--- config.mk ---
export PLATFORM = sky130hd
export DESIGN_NAME = ovc_cell
export DESIGN_NICKNAME = d
export VERILOG_FILES = /design/src/ovc_pkg.sv /design/src/ovc_cell.sv
export SDC_FILE = /design/constraint.sdc
export NUM_CORES = 1
export LEC_CHECK = 0
export ABC_CLOCK_PERIOD_IN_PS = 8900
export BUFFER_PORTS_ARGS = -buffer_cell sky130_fd_sc_hd__buf_2
export CORE_MARGIN = 2
export CORE_UTILIZATION = 54
export DETAILED_ROUTE_END_ITERATION = 10
export PLACE_DENSITY = 0.88
export SYNTH_ARGS = -nofsm -noshare
export SYNTH_HDL_FRONTEND = slang
export SYNTH_SLANG_ARGS = --single-unit
export TNS_END_PERCENT = 20
--- constraint.sdc ---
create_clock -name clk -period 8.9 [get_ports clk]
set_clock_uncertainty 0.2 [all_clocks]
set_input_delay 0.89 -clock clk [delete_from_list [all_inputs] [get_ports clk]]
set_output_delay 0.89 -clock clk [all_outputs]
set_load 0.02 [all_outputs]
--- src/ovc_pkg.sv ---
package ovc_pkg;

  localparam int SLOTS       = 8;
  localparam int SLOT_W      = 3;
  localparam int COORD_W     = 11;
  localparam int PIX_W       = 12;
  localparam int SLOT_PIXELS = 4096;
  localparam int AREA_W      = 13;
  localparam int COLOR_W     = 16;
  localparam int ADDR_W      = SLOT_W + PIX_W;

  typedef enum logic [2:0] {
    ACT_COMPOSE = 3'd0,
    ACT_CREATE  = 3'd1,
    ACT_MOVE    = 3'd2,
    ACT_SHOW    = 3'd3,
    ACT_DESTROY = 3'd4,
    ACT_WRITE   = 3'd5
  } action_t;

  typedef enum logic [1:0] {
    ST_OK         = 2'd0,
    ST_BAD_ARG    = 2'd1,
    ST_NOT_IN_USE = 2'd2,
    ST_NO_FREE    = 2'd3
  } status_t;

  typedef enum logic {
    CFG_SCREEN_WIDTH  = 1'b0,
    CFG_SCREEN_HEIGHT = 1'b1
  } cfg_reg_t;

  typedef struct packed {
    logic               create;
    logic               move;
    logic               show;
    logic               destroy;
    logic [SLOT_W-1:0]  slot;
    logic [COORD_W-1:0] x;
    logic [COORD_W-1:0] y;
    logic [COORD_W-1:0] w;
    logic [COORD_W-1:0] h;
    logic [AREA_W-1:0]  area;
    logic               visible;
  } cmd_t;

  typedef struct packed {
    logic               hit;
    logic [SLOT_W-1:0]  slot;
    logic [COORD_W-1:0] dx;
    logic [COORD_W-1:0] dy;
    logic [COORD_W-1:0] wide;
  } best_t;

  typedef struct packed {
    logic               in_use;
    logic               first_free;
    logic [COORD_W-1:0] wide;
    logic [COORD_W-1:0] tall;
    logic [AREA_W-1:0]  area;
  } cell_info_t;

endpackage

--- src/ovc_cell.sv ---
module ovc_cell (
  input  logic                          clk,
  input  logic                          rst,
  input  logic [ovc_pkg::SLOT_W-1:0]    id,
  input  ovc_pkg::cmd_t                 cmd,
  input  logic [ovc_pkg::COORD_W-1:0]   px,
  input  logic [ovc_pkg::COORD_W-1:0]   py,
  input  logic                          free_in,
  output logic                          free_out,
  input  ovc_pkg::best_t                best_in,
  output ovc_pkg::best_t                best_out,
  output ovc_pkg::cell_info_t           info
);

  logic                          in_use;
  logic                          shown;
  logic [ovc_pkg::COORD_W-1:0]   left;
  logic [ovc_pkg::COORD_W-1:0]   top;
  logic [ovc_pkg::COORD_W-1:0]   wide;
  logic [ovc_pkg::COORD_W-1:0]   tall;
  logic [ovc_pkg::AREA_W-1:0]    area;
  logic                          first_free;
  logic                          mine;
  logic [ovc_pkg::COORD_W:0]     right;
  logic [ovc_pkg::COORD_W:0]     bottom;
  logic                          hit;

  assign first_free = !free_in && !in_use;
  assign free_out   = free_in || !in_use;
  assign mine       = (cmd.slot == id);

  always_ff @(posedge clk) begin
    if (rst) begin
      in_use <= 1'b0;
      shown  <= 1'b0;
    end else if (cmd.create && first_free) begin
      in_use <= 1'b1;
      shown  <= 1'b0;
    end else if (cmd.destroy && mine) begin
      in_use <= 1'b0;
      shown  <= 1'b0;
    end else if (cmd.show && mine) begin
      shown <= cmd.visible;
    end
  end

  always_ff @(posedge clk) begin
    if (rst) begin
      left <= '0;
      top  <= '0;
      wide <= '0;
      tall <= '0;
      area <= '0;
    end else if (cmd.create && first_free) begin
      left <= cmd.x;
      top  <= cmd.y;
      wide <= cmd.w;
      tall <= cmd.h;
      area <= cmd.area;
    end else if (cmd.move && mine) begin
      left <= cmd.x;
      top  <= cmd.y;
    end
  end

  always_comb begin
    right  = {1'b0, left} + {1'b0, wide};
    bottom = {1'b0, top} + {1'b0, tall};
    hit    = in_use && shown && (px >= left) && ({1'b0, px} < right)
             && (py >= top) && ({1'b0, py} < bottom);
    if (hit) begin
      best_out.hit  = 1'b1;
      best_out.slot = id;
      best_out.dx   = px - left;
      best_out.dy   = py - top;
      best_out.wide = wide;
    end else begin
      best_out = best_in;
    end
  end

  assign info.in_use     = in_use;
  assign info.first_free = first_free;
  assign info.wide       = wide;
  assign info.tall       = tall;
  assign info.area       = area;

endmodule
==> results.ini <==
[global_route]
use_met2 = 0.461
grt_pass1_wl_microns = 22200
grt_use_total = 0.270
grtUsageMet1 = 0.324
antenna_found_initial = 0
met3_usage = 0.0714
grt-ovfl-total = 0
grt_start_max_net_pins = 60
busiest_layer = met2
grt_pass1_vias = 4903

[synth]
syn_inst = 641
synth.distinct_cells = 53
ys.flop_type = dfxtp_1
ys_seq_area_frac = 0.233
synthTopCellsByCount = 136 x nand2_1, 94 x a21oi_1, 64 x ha_1, 59 x dfxtp_1, 42 x inv_1
ys_async_sr_fraction = 0
synth_most_common_cell = nand2_1
synth_area_sq_um = 5080
synth_edf_count = 0
synth_largest_area_cell = dfxtp_1
syn_area_per_cell_sq_um = 7.92
synthesis.nets = 839
yosys-top-cells-area = dfxtp_1 23%, ha_1 16%, nand2_1 10%
synth-seq-cells = 59
yosys_warnings = 0
synth_top_area_frac = 0.233

[worst_setup_path]
critPathCaptureType = output port
r2r_cells = 6
r2r-end = left[3]
worstPathMaxFanout = 37
ff2ff_setup_slack_ps = 6560
crit_type = flip-flop to output port
required_ps = 7810
start_kind = flip-flop
r2r_start = in_use
cp.arrival_ps = 5050

[outcome]
run_status = complete, no violations

[clocking]
clkSlewWorstSetupHoldPaths_ps = 80
cts_buffers = 9
cts_resized = 0
cts_tree = yes
clock_sinks = 59
postCtsSetupBuffers = 0
htree_num_levels = 3
hold_buffers = 0
root_buffer = clkbuf_8
clock_latency_ps = 330
ctsLongestPathBuffers = 2

[sta]
final.setup.tns_ps = 0
worst_pin_slew_ps = 1170
hold_viol = 0
max-slew-margin-rel = 0.221
slew_viol_final = 0
period_needed_ps = 6140
period_share = 0.690
finalSetupViolations = 0
fmax_ghz = 0.163
final.setup.worst_slack_ps = 2760
rsz0062_at_grt = false

[detailed_routing]
ant_nets = 0
drtIter0Drc = 149
vias = 5164
via_per_inst = 5.45
post_drt_wl_per_cell_microns = 14.7
routed_wl_microns = 13900
post-route-drc-count = 0
drtPass1Iterations = 5

[power]
peakVddDrop_uv = 118
pwr_density_cell_nw_per_um2 = 136
leakagePower_uw = 0.00312

[floorplanning]
dieArea_sq_um = 10200
die_w_microns = 101
die_h_microns = 101
coreArea_sq_um = 9200
initial_utilization = 0.552
io_pins = 205
num_rows = 35

[place]
pre_cts_slack_ps = 3130
port_buffers = 204
gp_congestion = 0.905
dp.final_hpwl_microns = 10900
dpl.cell_count = 932

[min_path]
min_from = shown
hp-class = flip-flop to flip-flop
holdPathStages = 2
whs_endpoint = shown

[cells_and_area]
layout.area.seq_sq_um = 1180
area_delta_synth_final_pct = 24.6
fin_cells = 948
final_layout_size_suffix_gt1_frac = 0.313
nNetsFinal = 1030
fillers = 829
diodes = 0
multi_input_area_sq_um = 3590

[job]
cap_violations = 0

[stage by stage]
stage	utilization	power, uW	hold WS (ps)	cell area, sq um
floorplan	-	491	232	5080
global placement	0.664	571	239	6100
detailed placement	0.664	579	243	6100
CTS	0.688	860	254	6330
global route	0.688	910	288	6330
finish	0.688	858	253	6330
[layout by cell type, fill, tap and decap left out, drive strengths merged, types with 9 or more instances in the layout]
cell type	count
nand2	136
xnor2	17
dfxtp	59
mux2	32
clkbuf	10
o21ai	21
nor2b	13
a21o	9
nor2	25
xor2	14
inv	42
buf	206
ha	64
a21oi	94
[logic make-up (layout without fill, tap and decap cells)]
kind of cell | after synthesis | count (layout) | share of synthesized area
flip-flops | 59 | 59 | 0.233
adder cells (fa/ha/maj) | 68 | 68 | 0.173
AO/OA/AOI/OAI | 157 | 157 | 0.183
buffers and inverters | 68 | 264 | 0.0613
multiplexers | 37 | 37 | 0.0993
AND/OR/NAND/NOR | 221 | 221 | 0.197
XOR/XNOR | 31 | 31 | 0.0534
[critical path: stages (launching register included)]
cell and delay, ps:
dfxtp_1 370, ha_1 190, inv_1 60, fa_1 410, nor2b_1 140, o21ai_0 110, a21boi_0 170, o21ai_0 130
a21oi_1 320, a311oi_1 160, ha_1 220, or4_1 510, a21oi_1 130, o21ai_1 80, a21oi_1 130, a311o_2 150
nand4_4 700, mux2_4 580, buf_2 160
[power breakdown]
| part | total, uW | switching [uW] | internal (uW) | leakage [uW] |
|---|---|---|---|---|
| clock network | 282 | 117 | 165 | 0.000108 |
| registers | 292 | 13.0 | 279 | 0.000482 |
| logic | 285 | 160 | 124 | 0.00253 |
| total | 858 | 290 | 568 | 0.00312 |
[how the worst max path moves through the flow]
| stage | from | to | slack (ps) | cells past startpoint |
|---|---|---|---|---|
| global placement | top[0] | best_out[29] | 3280 | 18 |
| detailed placement | top[0] | best_out[31] | 3130 | 18 |
| floorplan | tall[0] | best_out[11] | 4010 | 18 |
| global route | top[0] | best_out[6] | 2320 | 18 |
| finish | top[0] | best_out[31] | 2760 | 18 |
| CTS | top[0] | best_out[31] | 2740 | 18 |
[sequential cells by signal, summed over array words and instances, names as in the netlist]
name / flops
area: 13
left: 11
shown: 1
top: 11
in_use: 1
wide: 11
tall: 11
[per-layer routing]
metal	share of wire	wire, microns	vias up
met4	0.025	342	0
met1	0.43	5930	2332
li1	-	-	2611
met2	0.48	6680	190
met5	0	0	-
met3	0.071	984	31
[cell type report]
| class | instances | area share |
|---|---|---|
| inverter | 42 | 0.0249 |
| sequential | 59 | 0.187 |
| timing repair buffer | 206 | 0.164 |
| tap | 111 | 0.0219 |
| multi-input combinational | 514 | 0.567 |
| clock inverter | 6 | 0.0140 |
| clock buffer | 10 | 0.0217 |
Power figures use the tool's default switching activity.
